[src/hw/rtl/rmf_pkg.sv]
// package for the running median filter: payload structs, command and
// status structs shared by the controller, datapath and top level
// no dependencies
`timescale 1ns / 1ps

package rmf_pkg;

    localparam int SAMPLE_WIDTH = 24;
    localparam int CFG_WIDTH    = 6;
    localparam logic [CFG_WIDTH-1:0] WIN_LEN_RESET = 6'd5;

    typedef struct packed {
        logic [SAMPLE_WIDTH-1:0] sample_value;
        logic                    sample_last;
    } t_sample;

    typedef struct packed {
        logic [SAMPLE_WIDTH-1:0] median_value;
        logic                    result_last;
    } t_result;

    // controller to datapath commands
    typedef struct packed {
        logic cap;       // capture the incoming sample
        logic del;       // remove the oldest sample from the sorted cells
        logic ins;       // insert the captured sample, update the window store
        logic shift;     // window store shifts instead of growing
        logic med;       // register the selected sorted entry
        logic out_load;  // load one result into the output register
        logic out_last;  // the loaded result ends the series
    } t_cmd;

    // datapath to controller status
    typedef struct packed {
        logic out_free;  // output register can take a result this cycle
    } t_status;

endpackage

[src/hw/rtl/rmf_ctrl.sv]
// controller of the running median filter: sequencer, window length
// register, fill count and result copy counter
// depends on rmf_pkg
`timescale 1ns / 1ps

module rmf_ctrl
    import rmf_pkg::*;
#(
    parameter int MAX_WINDOW = 32,
    parameter int CW = $clog2(MAX_WINDOW + 1),
    parameter int IW = (MAX_WINDOW > 1) ? $clog2(MAX_WINDOW) : 1
) (
    input  logic                 i_clk,
    input  logic                 i_rst_n,
    input  logic                 i_in_valid,
    input  logic                 i_in_last,
    output logic                 o_in_stall,
    input  logic                 i_cfg_valid,
    input  logic [CFG_WIDTH-1:0] i_cfg_data,
    output logic                 o_cfg_ready,
    input  t_status              i_status,
    output t_cmd                 o_cmd,
    output logic [CW-1:0]        o_win,
    output logic [CW-1:0]        o_fill,
    output logic [CW-1:0]        o_ins_n,
    output logic [IW-1:0]        o_med_idx
);

    typedef enum logic [2:0] {
        S_IDLE,
        S_DEL,
        S_INS,
        S_MED,
        S_EMIT
    } t_state;

    t_state               r_state, n_state;
    logic [CFG_WIDTH-1:0] r_win_len, n_win_len;
    logic [CW-1:0]        r_fill, n_fill;
    logic [CW-1:0]        r_copies, n_copies;
    logic                 r_last, n_last;
    logic [CW-1:0]        w_win;
    logic [CW-1:0]        w_half;
    logic                 w_full;
    logic [CW-1:0]        w_fill_nx;
    logic                 w_accept;
    logic                 w_cfg_wr;

    // effective window: zero acts as one, oversize clamps to the store depth
    always_comb begin
        if (r_win_len == '0) begin
            w_win = CW'(1);
        end else if (int'(r_win_len) > MAX_WINDOW) begin
            w_win = CW'(MAX_WINDOW);
        end else begin
            w_win = CW'(r_win_len);
        end
    end

    // a pending window write goes first, the sample request waits while it is pending
    assign w_half    = w_win >> 1;
    assign w_full    = (r_fill == w_win);
    assign w_fill_nx = w_full ? r_fill : r_fill + CW'(1);
    assign w_accept  = (r_state == S_IDLE) && i_in_valid && !i_cfg_valid;
    assign w_cfg_wr  = (r_state == S_IDLE) && i_cfg_valid;

    // next state and commands
    always_comb begin
        n_state   = r_state;
        n_win_len = r_win_len;
        n_fill    = r_fill;
        n_copies  = r_copies;
        n_last    = r_last;
        o_cmd     = '0;
        o_ins_n   = w_full ? (w_win - CW'(1)) : r_fill;
        o_med_idx = w_full ? IW'(w_half) : IW'(r_fill >> 1);
        case (r_state)
            S_IDLE: begin
                if (w_cfg_wr) begin
                    n_win_len = i_cfg_data;
                    n_fill    = '0;
                end
                if (w_accept) begin
                    o_cmd.cap = 1'b1;
                    n_last    = i_in_last;
                    n_state   = w_full ? S_DEL : S_INS;
                end
            end
            S_DEL: begin
                o_cmd.del = 1'b1;
                n_state   = S_INS;
            end
            S_INS: begin
                o_cmd.ins   = 1'b1;
                o_cmd.shift = w_full;
                n_fill      = w_fill_nx;
                if (w_fill_nx == w_win) begin
                    n_copies = (w_full ? CW'(1) : (w_win - w_half))
                             + (r_last ? w_half : '0);
                    n_state  = S_MED;
                end else if (r_last) begin
                    n_copies = w_fill_nx;
                    n_state  = S_MED;
                end else begin
                    n_state  = S_IDLE;
                end
            end
            S_MED: begin
                o_cmd.med = 1'b1;
                n_state   = S_EMIT;
            end
            S_EMIT: begin
                if (i_status.out_free) begin
                    o_cmd.out_load = 1'b1;
                    o_cmd.out_last = r_last && (r_copies == CW'(1));
                    n_copies       = r_copies - CW'(1);
                    if (r_copies == CW'(1)) begin
                        n_state = S_IDLE;
                        if (r_last) begin
                            n_fill = '0;
                        end
                    end
                end
            end
            default: begin
                n_state = S_IDLE;
            end
        endcase
    end

    // state and registered control
    always_ff @(posedge i_clk) begin
        if (!i_rst_n) begin
            r_state   <= S_IDLE;
            r_win_len <= WIN_LEN_RESET;
            r_fill    <= '0;
            r_copies  <= '0;
            r_last    <= 1'b0;
        end else begin
            r_state   <= n_state;
            r_win_len <= n_win_len;
            r_fill    <= n_fill;
            r_copies  <= n_copies;
            r_last    <= n_last;
        end
    end

    assign o_in_stall  = (r_state != S_IDLE) || i_cfg_valid;
    assign o_cfg_ready = (r_state == S_IDLE);
    assign o_win       = w_win;
    assign o_fill      = r_fill;

    // the window never holds more samples than its length
    a_fill_bound: assert property (@(posedge i_clk) disable iff (!i_rst_n)
        r_fill <= w_win)
        else $error("fill count above window length");

    // emitting always has a copy left to send
    a_emit_copies: assert property (@(posedge i_clk) disable iff (!i_rst_n)
        (r_state == S_EMIT) |-> (r_copies != '0))
        else $error("emit state with no copies left");

    // an accepted sample into a partial window goes straight to insert
    a_grow_path: assert property (@(posedge i_clk) disable iff (!i_rst_n)
        (w_accept && !w_full) |=> (r_state == S_INS))
        else $error("partial window did not insert directly");

    // removal of the oldest sample is always followed by the insert
    a_del_ins: assert property (@(posedge i_clk) disable iff (!i_rst_n)
        (r_state == S_DEL) |=> (r_state == S_INS && r_fill == w_win))
        else $error("delete not followed by insert on a full window");

endmodule

[config.mk]
export PLATFORM = sky130hd
export DESIGN_NAME = rmf_ctrl
export DESIGN_NICKNAME = d
export VERILOG_FILES = /design/src/hw/rtl/rmf_pkg.sv /design/src/hw/rtl/rmf_ctrl.sv
export SDC_FILE = /design/constraint.sdc
export NUM_CORES = 1
export LEC_CHECK = 0
export BUFFER_PORTS_ARGS = -buffer_cell sky130_fd_sc_hd__buf_2
export CAP_MARGIN = 20
export CORE_MARGIN = 2
export CORE_UTILIZATION = 55
export DETAILED_ROUTE_END_ITERATION = 8
export PLACE_DENSITY = 0.88
export SETUP_SLACK_MARGIN = 0.02
export SYNTH_ARGS = -nofsm -noshare
export SYNTH_HDL_FRONTEND = slang
export SYNTH_SLANG_ARGS = --single-unit
[constraint.sdc]
create_clock -name i_clk -period 4.5 [get_ports i_clk]
set_input_delay 0.675 -clock i_clk [delete_from_list [all_inputs] [get_ports i_clk]]
set_output_delay 0.675 -clock i_clk [all_outputs]
set_load 0.01 [all_outputs]
==> tab_implementation.tex, run 1 <==
\begin{tabular}{lr}
\hline
Metric & Value \\
\hline
\multicolumn{2}{l}{\textbf{Clock network}} \\
CTS tree & done \\
Cell at the root of the clock tree & sky130\_fd\_sc\_hd\_\_clkbuf\_8 \\
Source-to-sink clock delay at the later pin of the worst-skew pair & 0.26 ns \\
TritonCTS Buffers & 3 \\
Buffer levels on the longest clock path & 2 \\
Number of buffers inserted by hold repair at cts & 0 \\
Clock slew at the register clock pins of the worst setup and hold paths & 0.08 ns \\
Number of sinks driven by the clock tree & 22 \\
Post-CTS Repair Setup Buffers & 0 \\
Cells resized by post-CTS repair & 0 \\
Total number of H-tree levels & 1 \\
\multicolumn{2}{l}{\textbf{Route}} \\
Residual DRC & 0 \\
Initial DRC Count & 182 \\
Routed wire length on met3 & 353 um \\
Routed met1 length & 2440 um \\
Antenna-violating nets left & 0 \\
Via total after detailed routing & 2221 \\
Top sig layer & met4 \\
Routed via count divided by cell count & 5.95 \\
Wire length per cell & 14.6 um \\
First drt pass iteration count & 4 \\
Total Wirelength & 5450 um \\
Wire length on met2 & 2600 um \\
\multicolumn{2}{l}{\textbf{Synthesis}} \\
Largest area contributor in the netlist & sky130\_fd\_sc\_hd\_\_dfxtp\_1 \\
Syn\_area\_per\_cell & 7.45 um2 \\
Warnings, synthesis & 0 \\
Yosys cell types & 65 \\
Seq cells post-synth & 22 \\
Synth async-reset ratio & 0\% \\
Post-Synthesis Net Count & 327 \\
Post-synthesis instance area & 2210 um2 \\
Largest cells by area after synthesis & sky130\_fd\_sc\_hd\_\_dfxtp\_1 (20\%), sky130\_fd\_sc\_hd\_\_ha\_1 (9.0\%), sky130\_fd\_sc\_hd\_\_nor2\_1 (6.4\%) \\
Most frequently used cell type in the post-synthesis netlist & sky130\_fd\_sc\_hd\_\_nor2\_1 \\
Proportion of netlist area held by the largest area contributor & 19.9\% \\
Share of the yosys chip area belonging to registers & 19.9\% \\
Synth cell count leaders & sky130\_fd\_sc\_hd\_\_nor2\_1 (38), sky130\_fd\_sc\_hd\_\_nand2\_1 (30), sky130\_fd\_sc\_hd\_\_a21oi\_1 (24) \\
Post-synth EDFFs & 0 \\
Top flip-flop cell by instance count after synthesis & sky130\_fd\_sc\_hd\_\_dfxtp\_1 \\
Synthesized netlist cell count & 297 \\
\multicolumn{2}{l}{\textbf{Global route}} \\
Number of antenna violations at the first check in global routing & 0 \\
Vias in the first global route & 1937 \\
Wire length of the first global-routing pass & 9010 um \\
Maximum number of pins on one net before global-route repair & 16 \\
Total congestion overflow & 0 \\
Global-route usage over all layers & 25.8\% \\
\multicolumn{2}{l}{\textbf{Floorplan}} \\
Full die area & 4550 um2 \\
Core Area & 3940 um2 \\
Initial core utilization & 56.1\% \\
I/O pin total & 44 \\
Std cell rows & 23 \\
Floorplan die height & 67.4 um \\
Width of the chip & 67.4 um \\
\multicolumn{2}{l}{\textbf{Flow run}} \\
Count of max-cap constraint violations & 0 \\
\multicolumn{2}{l}{\textbf{Worst setup path}} \\
Type of element capturing the critical path & flip-flop \\
Critical Path AT & 3.63 ns \\
CP dominant cell by count & sky130\_fd\_sc\_hd\_\_a21oi\_1 \\
Highest net fanout along the worst path & 14 \\
Worst path cell trace & inv\_2 > nand2\_1 > inv\_1 > ha\_1 > fa\_1 > nor2\_1 > ha\_1 > a21o\_1 > a21oi\_1 > o21bai\_1 > a21oi\_1 > xor2\_1 > mux2i\_1 > a21oi\_1 > a21oi\_1 \\
Largest stage delay, worst path & 0.58 ns \\
Standard cell with the maximum stage delay on the critical path & sky130\_fd\_sc\_hd\_\_dfxtp\_1 \\
Largest delay contributor family on the critical path & adder cells \\
Critical Path Source Type & flip-flop \\
CP Data Required Time & 4.65 ns \\
Number of buffer and inverter stages on the critical path & 2 \\
Setup CP Type & flip-flop to flip-flop \\
\multicolumn{2}{l}{\textbf{STA}} \\
Total Neg Setup Slack & 0 ns \\
Fmax & 287 MHz \\
Final count of hold timing violations & 0 \\
Worst slew pin tran & 0.696 ns \\
Max Clock Skew & 0.00149 ns \\
Setup slack of the critical path after layout & 1.01 ns \\
Minimum clock period & 3.49 ns \\
Final number of setup-violating endpoints & 0 \\
Period utilisation layout & 77.5\% \\
Max-Slew Margin vs Limit & 53.2\% \\
Total count of max-transition violations in the final report & 0 \\
RSZ-0062 raised after global routing & no \\
\multicolumn{2}{l}{\textbf{Placement}} \\
Detailed placement HPWL & 4160 um \\
Number of buffers added on ports & 43 \\
Worst-case setup slack after placement & 1.06 ns \\
Placed Instance Area & 2390 um2 \\
Last weighted congestion value of the routability-driven placer & 0.936 \\
\multicolumn{2}{l}{\textbf{Finish}} \\
Cell area after layout & 2430 um2 \\
Proportion of layout cells with a drive suffix above 1 & 20.4\% \\
Net count, final & 355 \\
Area grow syn2layout & 9.95\% \\
Antenna diode count & 0 \\
\multicolumn{2}{l}{\textbf{Pwr}} \\
IR Drop Worst-Case VDD & 212 uV \\
P\_leak & 1.13 nW \\
Cell area power density & 264 nW/um2 \\
\multicolumn{2}{l}{\textbf{Worst hold path}} \\
Path class of the lowest-slack min-delay path & flip-flop to flip-flop \\
\multicolumn{2}{l}{\textbf{Status}} \\
Result of the run & finished, final reports clean \\
\hline
\end{tabular}
[where the power goes]
part           switching, W  leakage, nW  internal (W)
combinational      0.000170        0.926      0.000124
clock             0.0000617       0.0216     0.0000597
sequential        0.0000211        0.179      0.000205
[worst min-delay path, cell delays in order, from the launching register on]
cell and delay, ns:
sky130_fd_sc_hd__dfxtp_1 0.32, sky130_fd_sc_hd__nand2_1 0.06, sky130_fd_sc_hd__nand3_1 0.06
[state kept, by name (all words and copies together) (netlist names)]
name,cells
r_win_len,6
r_last,1
o_fill,6
r_copies,6
r_state,3
[routing by layer]
metal | vias to the layer above | track usage (%)
li1 | 1087 | -
met1 | 1040 | 34.9
met2 | 88 | 44.6
met3 | 6 | 2.33
met4 | 0 | 5.36
met5 | - | 0
[worst paths after layout]
| path | startpoint | to | slack [ns] | cells past startpoint |
|---|---|---|---|---|
| max | r_win_len[5]$_SDFFE_PN0P_ | r_copies[5]$_SDFFE_PN0P_ | 1.01 | 15 |
| min | r_win_len[0]$_SDFFE_PN1P_ | r_win_len[0]$_SDFFE_PN1P_ | 0.49 | 2 |
| max reg2reg | r_win_len[5]$_SDFFE_PN0P_ | r_copies[5]$_SDFFE_PN0P_ | 1.01 | 15 |
| min reg2reg | r_win_len[0]$_SDFFE_PN1P_ | r_win_len[0]$_SDFFE_PN1P_ | 0.49 | 2 |
[layout by cell type (no fill, tap or decap), drive strengths merged, types with 3 or more instances in the layout]
cell     n
and3     4
mux2i    5
xor2     7
nor2    38
a21oi   25
clkbuf   3
and2     3
nor2b    4
buf     44
nor3     5
a22oi    4
a31oi    4
ha      16
inv     16
nand4b   3
nand4    3
xnor2   13
a211o    3
dfxtp   22
mux2     4
nand2   31
nand3   11
o21ai   18
nand2b   5
[layout make-up]
cell class	count	area [um2]
multi-input combinational	236	1600
tap	50	62.6
inverter	18	68.8
clock buffer	3	41.3
sequential	22	440
timing repair buffer	44	223
fill	354	1510
[logic make-up after synthesis]
group                    synth area share (%)
buffers and inverters                    7.91
AND/OR/NAND/NOR                          26.8
XOR/XNOR                                 8.93
flip-flops                               19.9
AO/OA/AOI/OAI                            21.1
multiplexers                             4.47
adder cells (fa/ha/maj)                  10.9
[through the flow]
step / hold WS [ns] / power [W] / cells / util, %
6_report: 0.490 / 0.000642 / 373 / 61.7
5_1_grt: 0.536 / 0.000690 / 373 / 61.7
4_1_cts: 0.491 / 0.000640 / 373 / 61.7
3_5_place_dp: 0.480 / 0.000519 / 370 / 60.7
3_3_place_gp: 0.477 / 0.000513 / 370 / 60.7
2_1_floorplan: 0.462 / 0.000454 / 297 / -
Note: power is estimated with default switching activity, not from simulation.
==> run 2: changes to the inputs <==
Clock period 4.5 ns to 3.21 ns, I/O delays scaled along.
==> run 2 against run 1 <==
Effect of this change: sequential share of layout area is 0.92 points lower; global-route usage is 3.4 points higher; design area is 6.8% higher; final cell count is 4.0% higher; clock skew is 0.0019 ns higher; flip-flop and latch count stayed put; non-clock buffer count is 14 higher; critical path depth is 1 lower; sequential power is 39% higher; setup slack worse by 0.81 ns; routed wire length is 13% higher; largest power group unchanged.
==> tab_implementation.tex, run 2 (same netlist as run 1, synthesis figures left out) <==
\begin{tabular}{lr}
\hline
Metric & Value \\
\hline
\multicolumn{2}{l}{\textbf{Status}} \\
Result of the run & finished, final reports clean \\
\multicolumn{2}{l}{\textbf{Pwr}} \\
IR Drop Worst-Case VDD & 257 uV (+21\%) \\
Clock network power share & 25.2\% (+6.3 points) \\
Internal cell power & 0.000652 W (+67\%) \\
P\_leak & 1.22 nW (+8.0\%) \\
Net load switching power & 0.000384 W (+52\%) \\
Proportion of total power due to net switching & 37.1\% (-2.2 points) \\
Cell area power density & 398 nW/um2 (+51\%) \\
Relative contribution of sequential cells to total power & 30.4\% (-4.9 points) \\
Proportion of power drawn by combinational gates & 44.4\% (-1.4 points) \\
\multicolumn{2}{l}{\textbf{Global route}} \\
Wire length of the first global-routing pass & 10200 um (+13\%) \\
Total congestion overflow & 0 (unchanged) \\
GRT busiest layer & met2 \\
Number of antenna violations at the first check in global routing & 0 (unchanged) \\
Vias in the first global route & 2151 (+11\%) \\
Met2 Track Usage GR & 48.6\% (+4.1 points) \\
Global routing met1 resource utilization & 39.3\% (+4.4 points) \\
Met3 track utilization from global routing & 1.83\% (-0.50 points) \\
Maximum number of pins on one net before global-route repair & 15 (-1) \\
Global-route usage over all layers & 29.2\% (+3.4 points) \\
\multicolumn{2}{l}{\textbf{STA}} \\
Total count of max-transition violations in the final report & 0 (unchanged) \\
RSZ-0062 raised after global routing & no \\
Total Neg Setup Slack & 0 ns (unchanged) \\
Period utilisation layout & 93.7\% (+16 points) \\
Fmax & 332 MHz (+16\%) \\
Worst slew pin tran & 0.743 ns (+0.0466 ns) \\
Final count of hold timing violations & 0 (unchanged) \\
Max-Slew Margin vs Limit & 50.1\% (-3.1 points) \\
Max Clock Skew & 0.00341 ns (+0.00193 ns) \\
Final number of setup-violating endpoints & 0 (unchanged) \\
Minimum clock period & 3.01 ns (-0.478 ns) \\
\multicolumn{2}{l}{\textbf{Clock network}} \\
TritonCTS Buffers & 3 (unchanged) \\
Number of buffers inserted by hold repair at cts & 0 (unchanged) \\
Source-to-sink clock delay at the later pin of the worst-skew pair & 0.27 ns (about the same) \\
Buffer levels on the longest clock path & 2 (unchanged) \\
CTS tree & done \\
Cell at the root of the clock tree & sky130\_fd\_sc\_hd\_\_clkbuf\_8 \\
Number of sinks driven by the clock tree & 22 (unchanged) \\
Post-CTS Repair Setup Buffers & 0 (unchanged) \\
Total number of H-tree levels & 1 (unchanged) \\
Clock slew at the register clock pins of the worst setup and hold paths & 0.08 ns (about the same) \\
\multicolumn{2}{l}{\textbf{Worst hold path}} \\
Hold path depth & 3 (+1) \\
Endpoint of the worst hold-timing path & r\_win\_len[0]\$\_SDFFE\_PN1P\_ \\
Source of the worst hold timing path & i\_cfg\_data[0] \\
Path class of the lowest-slack min-delay path & input port to flip-flop \\
\multicolumn{2}{l}{\textbf{Floorplan}} \\
Full die area & 4550 um2 (unchanged) \\
Core Area & 3940 um2 (unchanged) \\
Std cell rows & 23 (unchanged) \\
I/O pin total & 44 (unchanged) \\
Width of the chip & 67.4 um (unchanged) \\
Floorplan die height & 67.4 um (unchanged) \\
Initial core utilization & 56.1\% (unchanged) \\
\multicolumn{2}{l}{\textbf{Placement}} \\
Last weighted congestion value of the routability-driven placer & 0.925 (-1.2\%) \\
Detailed placement HPWL & 4640 um (+12\%) \\
Placed Instance Area & 2500 um2 (+4.4\%) \\
Number of buffers added on ports & 43 (unchanged) \\
\multicolumn{2}{l}{\textbf{Worst setup path}} \\
Critical Path AT & 3.16 ns (-0.47 ns) \\
Critical R2R Launch & r\_win\_len[2]\$\_SDFFE\_PN1P\_ \\
Highest net fanout along the worst path & 10 (-4) \\
Logic depth of the worst register-to-register path & 14 (-1) \\
CP Data Required Time & 3.36 ns (-1.29 ns) \\
Launch point of the worst path & r\_win\_len[2]\$\_SDFFE\_PN1P\_ \\
Reg2Reg Setup Slack & 0.20 ns (-0.81 ns) \\
Setup CP Type & flip-flop to flip-flop \\
Destination of the worst register-to-register timing path & r\_copies[5]\$\_SDFFE\_PN0P\_ \\
Critical Path Source Type & flip-flop \\
Type of element capturing the critical path & flip-flop \\
\multicolumn{2}{l}{\textbf{Route}} \\
Via total after detailed routing & 2343 (+5.5\%) \\
First drt pass iteration count & 5 (+1) \\
Routed via count divided by cell count & 6.04 (+1.4\%) \\
Antenna-violating nets left & 0 (unchanged) \\
Initial DRC Count & 209 (+15\%) \\
Residual DRC & 0 (unchanged) \\
Wire length per cell & 15.9 um (+9.1\%) \\
Total Wirelength & 6180 um (+13\%) \\
\multicolumn{2}{l}{\textbf{Flow run}} \\
Count of max-cap constraint violations & 0 (unchanged) \\
\multicolumn{2}{l}{\textbf{Finish}} \\
Cell area after layout & 2600 um2 (+6.8\%) \\
Commonest cells after routing, fill and taps aside & sky130\_fd\_sc\_hd\_\_buf\_2 (43), sky130\_fd\_sc\_hd\_\_nor2\_1 (37), sky130\_fd\_sc\_hd\_\_nand2\_1 (30), sky130\_fd\_sc\_hd\_\_a21oi\_1 (22), sky130\_fd\_sc\_hd\_\_dfxtp\_1 (19) \\
Net count, final & 369 (+3.9\%) \\
Most common cell after layout, fill and taps aside & sky130\_fd\_sc\_hd\_\_buf\_2 \\
Area grow syn2layout & 17.5\% \\
Antenna diode count & 0 (unchanged) \\
Proportion of layout cells with a drive suffix above 1 & 26.3\% (+5.9 points) \\
\hline
\end{tabular}
[run 2: cell count changes in the layout (fill, tap and decap cells not counted), moves of 2 or more]
cell | before | now
sky130_fd_sc_hd__a21oi_1 | 24 | 22
sky130_fd_sc_hd__dfxtp_1 | 22 | 19
sky130_fd_sc_hd__dfxtp_2 | 0 | 2
sky130_fd_sc_hd__a21oi_2 | 1 | 3
sky130_fd_sc_hd__buf_4 | 1 | 15
[run 2: layout make-up]
cell class | count | area, um2
Inverter | 18 | 68.8
Clock inverter | 1 | 30.0
Fill cell | 322 | 1340
Sequential cell | 22 | 447
Multi-Input combinational cell | 236 | 1620
Clock buffer | 3 | 41.3
Timing Repair Buffer | 58 | 328
Tap cell | 50 | 62.6
[run 2: timing repair]
| item | 4_1_cts | 5_1_grt |
|---|---|---|
| pin swaps | 0 | 1 |
| endpoints found under the setup margin | 1 | 3 |
| resized for setup | 1 | 9 |
[run 2: per-stage QoR]
step | hold WS (ns) | util (%) | std cells | total power, W | setup slack, ns
final | 0.423 | 65.9 | 388 | 0.00104 | 0.202
after global routing | 0.425 | 65.9 | 388 | 0.00110 | 0.0120
after CTS | 0.418 | 65.2 | 388 | 0.00102 | 0.0459
after detailed placement | 0.495 | 63.3 | 384 | 0.000759 | 0.0152
after global placement | 0.483 | 63.3 | 384 | 0.000743 | 0.150
after floorplan | 0.462 | - | 297 | 0.000636 | 0.0546
[run 2: worst max path at each step]
| stage | to | depth (start not counted) |
|---|---|---|
| floorplan | r_copies[5]$_SDFFE_PN0P_ | 15 |
| global placement | r_copies[5]$_SDFFE_PN0P_ | 14 |
| detailed placement | r_copies[5]$_SDFFE_PN0P_ | 14 |
| CTS | r_copies[5]$_SDFFE_PN0P_ | 14 |
| global route | r_copies[5]$_SDFFE_PN0P_ | 14 |
| finish | r_copies[5]$_SDFFE_PN0P_ | 14 |
[run 2: metal layers]
metal	share of wire [%]	up-vias	wire length (um)
li1	-	1113	-
met1	44	1077	2710
met2	46	134	2820
met3	7.9	19	491
met4	2.7	0	167
met5	0	-	0
[run 2: critical path, stage by stage (launching register included)]
cell and delay, ns:
sky130_fd_sc_hd__dfxtp_4 0.39, sky130_fd_sc_hd__nor4_4 0.27, sky130_fd_sc_hd__o21ai_2 0.09, sky130_fd_sc_hd__ha_1 0.21
sky130_fd_sc_hd__fa_2 0.53, sky130_fd_sc_hd__nor2_2 0.06, sky130_fd_sc_hd__ha_1 0.28, sky130_fd_sc_hd__a21o_1 0.17
sky130_fd_sc_hd__a21oi_2 0.18, sky130_fd_sc_hd__o21bai_1 0.10, sky130_fd_sc_hd__a21oi_2 0.15, sky130_fd_sc_hd__xor2_1 0.15
sky130_fd_sc_hd__mux2i_1 0.08, sky130_fd_sc_hd__a21oi_1 0.15, sky130_fd_sc_hd__a21oi_1 0.08
[run 2: power groups by stage]
stage               sequential (W)  combinational (W)  clock [W]
floorplan                 0.000309           0.000327          0
finish                    0.000315           0.000460   0.000261
detailed placement        0.000318           0.000440          0
global route              0.000318           0.000503   0.000274
global placement          0.000318           0.000425          0
CTS                       0.000312           0.000448   0.000264
==> run 3: changes to the inputs <==
--- a/config.mk
+++ b/config.mk
@@ -9,7 +9,7 @@
 export CAP_MARGIN = 20
 export CORE_MARGIN = 2
-export CORE_UTILIZATION = 55
+export CORE_UTILIZATION = 45
 export DETAILED_ROUTE_END_ITERATION = 8
-export PLACE_DENSITY = 0.88
+export PLACE_DENSITY = 0.75
 export SETUP_SLACK_MARGIN = 0.02
 export SYNTH_ARGS = -nofsm -noshare
==> constraint.sdc (replaced) <==
create_clock -name i_clk -period 3.21 [get_ports i_clk]
set_input_delay 0.4815 -clock i_clk [delete_from_list [all_inputs] [get_ports i_clk]]
set_output_delay 0.4815 -clock i_clk [all_outputs]
set_load 0.005 [all_outputs]
==> run 3 against run 2 <==
Effect of this change: utilization down 10 points; first-iteration DRC count fell by 41%; sequential power fell by 2%; critical path depth is 1 lower; register-to-register slack barely moved; worst hold slack gained 0.0097 ns; sequential share of layout area shrank 0.35 points; clock skew is 0.0011 ns lower; flip-flop and latch count stayed put; non-clock buffer count up 4; largest power group unchanged.
==> tab_implementation.tex, run 3 (same netlist as run 1, synthesis figures left out) <==
\begin{tabular}{lr}
\hline
Metric & Value \\
\hline
\multicolumn{2}{l}{\textbf{Status}} \\
Result of the run & finished, final reports clean \\
\multicolumn{2}{l}{\textbf{Clock network}} \\
CTS tree & done \\
Buffer levels on the longest clock path & 2 (unchanged) \\
Clock slew at the register clock pins of the worst setup and hold paths & 0.08 ns (about the same) \\
Cell at the root of the clock tree & sky130\_fd\_sc\_hd\_\_clkbuf\_8 \\
Number of buffers inserted by hold repair at cts & 0 (unchanged) \\
TritonCTS Buffers & 3 (unchanged) \\
Source-to-sink clock delay at the later pin of the worst-skew pair & 0.26 ns (about the same) \\
Total number of H-tree levels & 1 (unchanged) \\
Number of sinks driven by the clock tree & 22 (unchanged) \\
\multicolumn{2}{l}{\textbf{Placement}} \\
Number of buffers added on ports & 43 (unchanged) \\
Worst-case setup slack after placement & 0.0922 ns (+0.0770 ns) \\
Detailed placement HPWL & 4710 um (+1.6\%) \\
Last weighted congestion value of the routability-driven placer & 0.921 (-0.44\%) \\
Placed Instance Area & 2540 um2 (+1.8\%) \\
\multicolumn{2}{l}{\textbf{STA}} \\
Period utilisation layout & 93.5\% (-0.24 points) \\
Total count of max-transition violations in the final report & 0 (unchanged) \\
Final count of hold timing violations & 0 (unchanged) \\
Total Neg Setup Slack & 0 ns (unchanged) \\
Max-Slew Margin vs Limit & 55.7\% (+5.6 points) \\
RSZ-0062 raised after global routing & no \\
Final number of setup-violating endpoints & 0 (unchanged) \\
Fmax & 333 MHz (+0.25\%) \\
Minimum clock period & 3.00 ns (-0.00756 ns) \\
Worst slew pin tran & 0.659 ns (-0.0841 ns) \\
Max Clock Skew & 0.00234 ns (-0.00107 ns) \\
Setup slack of the critical path after layout & 0.210 ns (+0.00756 ns) \\
\multicolumn{2}{l}{\textbf{Worst setup path}} \\
Highest net fanout along the worst path & 8 (-2) \\
Setup CP Type & flip-flop to flip-flop \\
Critical R2R Launch & r\_win\_len[4]\$\_SDFFE\_PN0P\_ \\
CP dominant cell by count & sky130\_fd\_sc\_hd\_\_nor2\_1 \\
Largest stage delay, worst path & 0.58 ns (+0.05 ns) \\
Standard cell with the maximum stage delay on the critical path & sky130\_fd\_sc\_hd\_\_or4\_1 \\
CP Data Required Time & 3.36 ns (about the same) \\
Largest delay contributor family on the critical path & simple AND/OR/NAND/NOR gates \\
Type of element capturing the critical path & flip-flop \\
Number of buffer and inverter stages on the critical path & 1 (+1) \\
Launch point of the worst path & r\_win\_len[4]\$\_SDFFE\_PN0P\_ \\
Worst path cell trace & or4\_1 > a31o\_2 > nor2\_2 > buf\_4 > nor2\_1 > ha\_1 > a21oi\_1 > nor2\_1 > nor2\_1 > xnor2\_1 > mux2\_2 > o2111ai\_1 > o21ai\_1 \\
Critical Path Source Type & flip-flop \\
Critical Path AT & 3.15 ns (about the same) \\
\multicolumn{2}{l}{\textbf{Route}} \\
Residual DRC & 0 (unchanged) \\
Initial DRC Count & 123 (-41\%) \\
First drt pass iteration count & 4 (-1) \\
Antenna-violating nets left & 0 (unchanged) \\
Wire length per cell & 14.9 um (-6.7\%) \\
Total Wirelength & 6080 um (-1.6\%) \\
Routed via count divided by cell count & 5.57 (-7.7\%) \\
Via total after detailed routing & 2279 (-2.7\%) \\
\multicolumn{2}{l}{\textbf{Pwr}} \\
Cell area power density & 369 nW/um2 (-7.3\%) \\
IR Drop Worst-Case VDD & 326 uV (+27\%) \\
P\_leak & 1.23 nW (+0.97\%) \\
Total Power & 0.000969 W (-6.4\%) \\
\multicolumn{2}{l}{\textbf{Finish}} \\
Net count, final & 373 (+1.1\%) \\
Most common cell after layout, fill and taps aside & sky130\_fd\_sc\_hd\_\_buf\_2 \\
Antenna diode count & 0 (unchanged) \\
Proportion of layout cells with a drive suffix above 1 & 26.6\% (+0.28 points) \\
Commonest cells after routing, fill and taps aside & sky130\_fd\_sc\_hd\_\_buf\_2 (43), sky130\_fd\_sc\_hd\_\_nor2\_1 (36), sky130\_fd\_sc\_hd\_\_nand2\_1 (30), sky130\_fd\_sc\_hd\_\_a21oi\_1 (22), sky130\_fd\_sc\_hd\_\_dfxtp\_1 (21) \\
Cell area after layout & 2630 um2 (+0.96\%) \\
Area grow syn2layout & 18.6\% \\
\multicolumn{2}{l}{\textbf{Worst hold path}} \\
Path class of the lowest-slack min-delay path & input port to flip-flop \\
Source of the worst hold timing path & i\_cfg\_data[0] \\
\multicolumn{2}{l}{\textbf{Floorplan}} \\
Core Area & 4720 um2 (+20\%) \\
I/O pin total & 44 (unchanged) \\
Width of the chip & 74.1 um (+9.9\%) \\
Full die area & 5500 um2 (+21\%) \\
Std cell rows & 25 (+8.7\%) \\
Floorplan die height & 74.1 um (+9.9\%) \\
Initial core utilization & 46.9\% (-9.3 points) \\
\multicolumn{2}{l}{\textbf{Global route}} \\
Vias in the first global route & 2077 (-3.4\%) \\
Total congestion overflow & 0 (unchanged) \\
Maximum number of pins on one net before global-route repair & 15 (unchanged) \\
Wire length of the first global-routing pass & 10100 um (-0.68\%) \\
Number of antenna violations at the first check in global routing & 0 (unchanged) \\
Global-route usage over all layers & 23.5\% (-5.7 points) \\
\multicolumn{2}{l}{\textbf{Flow run}} \\
Count of max-cap constraint violations & 0 (unchanged) \\
\hline
\end{tabular}
[run 3: changes by cell type in the layout (fill, tap and decap cells not counted), sizes merged]
cell | previous run | this run
buf | 58 | 62
clkbuf | 3 | 4
bufinv | 1 | 0
[run 3: worst register-to-register path, cell delays in order, from the launching register on]
cell and delay, ns:
sky130_fd_sc_hd__dfxtp_1 0.41, sky130_fd_sc_hd__or4_1 0.58, sky130_fd_sc_hd__a31o_2 0.26, sky130_fd_sc_hd__nor2_2 0.18, sky130_fd_sc_hd__buf_4 0.18, sky130_fd_sc_hd__nor2_1 0.05
sky130_fd_sc_hd__ha_1 0.32, sky130_fd_sc_hd__a21oi_1 0.16, sky130_fd_sc_hd__nor2_1 0.05, sky130_fd_sc_hd__nor2_1 0.12, sky130_fd_sc_hd__xnor2_1 0.07, sky130_fd_sc_hd__mux2_2 0.26
sky130_fd_sc_hd__o2111ai_1 0.17, sky130_fd_sc_hd__o21ai_1 0.08
[run 3: timing repair]
item                                    in CTS  in global routing
gates resized for setup                      0                  7
endpoints found under the setup margin       0                  2
setup buffers                                0                  1
[run 3: final cells by class]
cell class                 count  area [um2]
fill                         438        2100
multi-input combinational    236        1620
sequential                    22         442
timing repair buffer          62         358
tap                           67        83.8
inverter                      18        68.8
clock buffer                   4        55.1
[run 3: final timing paths]
path,end,slack (ns),depth (start not counted)
worst max-delay path,r_copies[4]$_SDFFE_PN0P_,0.21,13
worst min-delay path,r_win_len[0]$_SDFFE_PN1P_,0.43,3
worst max register to register,r_copies[4]$_SDFFE_PN0P_,0.21,13
worst min register to register,r_copies[4]$_SDFFE_PN0P_,0.51,2
[run 3: layer usage]
layer	vias to the layer above	part of all wire (%)	GRT usage (%)
li1	1117	-	-
met1	1048	46	34.8
met2	104	45	36.7
met3	10	7.5	1.76
met4	0	1.7	6.46
met5	-	0	0
[run 3: per-stage QoR]
| step | hold WS (ns) | cells | utilization, % |
|---|---|---|---|
| finish | 0.432 | 409 | 55.6 |
| detailed placement | 0.494 | 404 | 53.8 |
| CTS | 0.436 | 408 | 55.0 |
| global placement | 0.486 | 404 | 53.8 |
| floorplan | 0.462 | 297 | - |
| global route | 0.451 | 409 | 55.6 |
[run 3: report_power, final]
part	internal, W	leakage, nW	switching, W	total [W]
registers	0.000288	0.179	0.0000219	0.000310
clock network	0.000109	0.0288	0.0000899	0.000199
logic	0.000203	1.02	0.000258	0.000460
total	0.000600	1.23	0.000370	0.000969
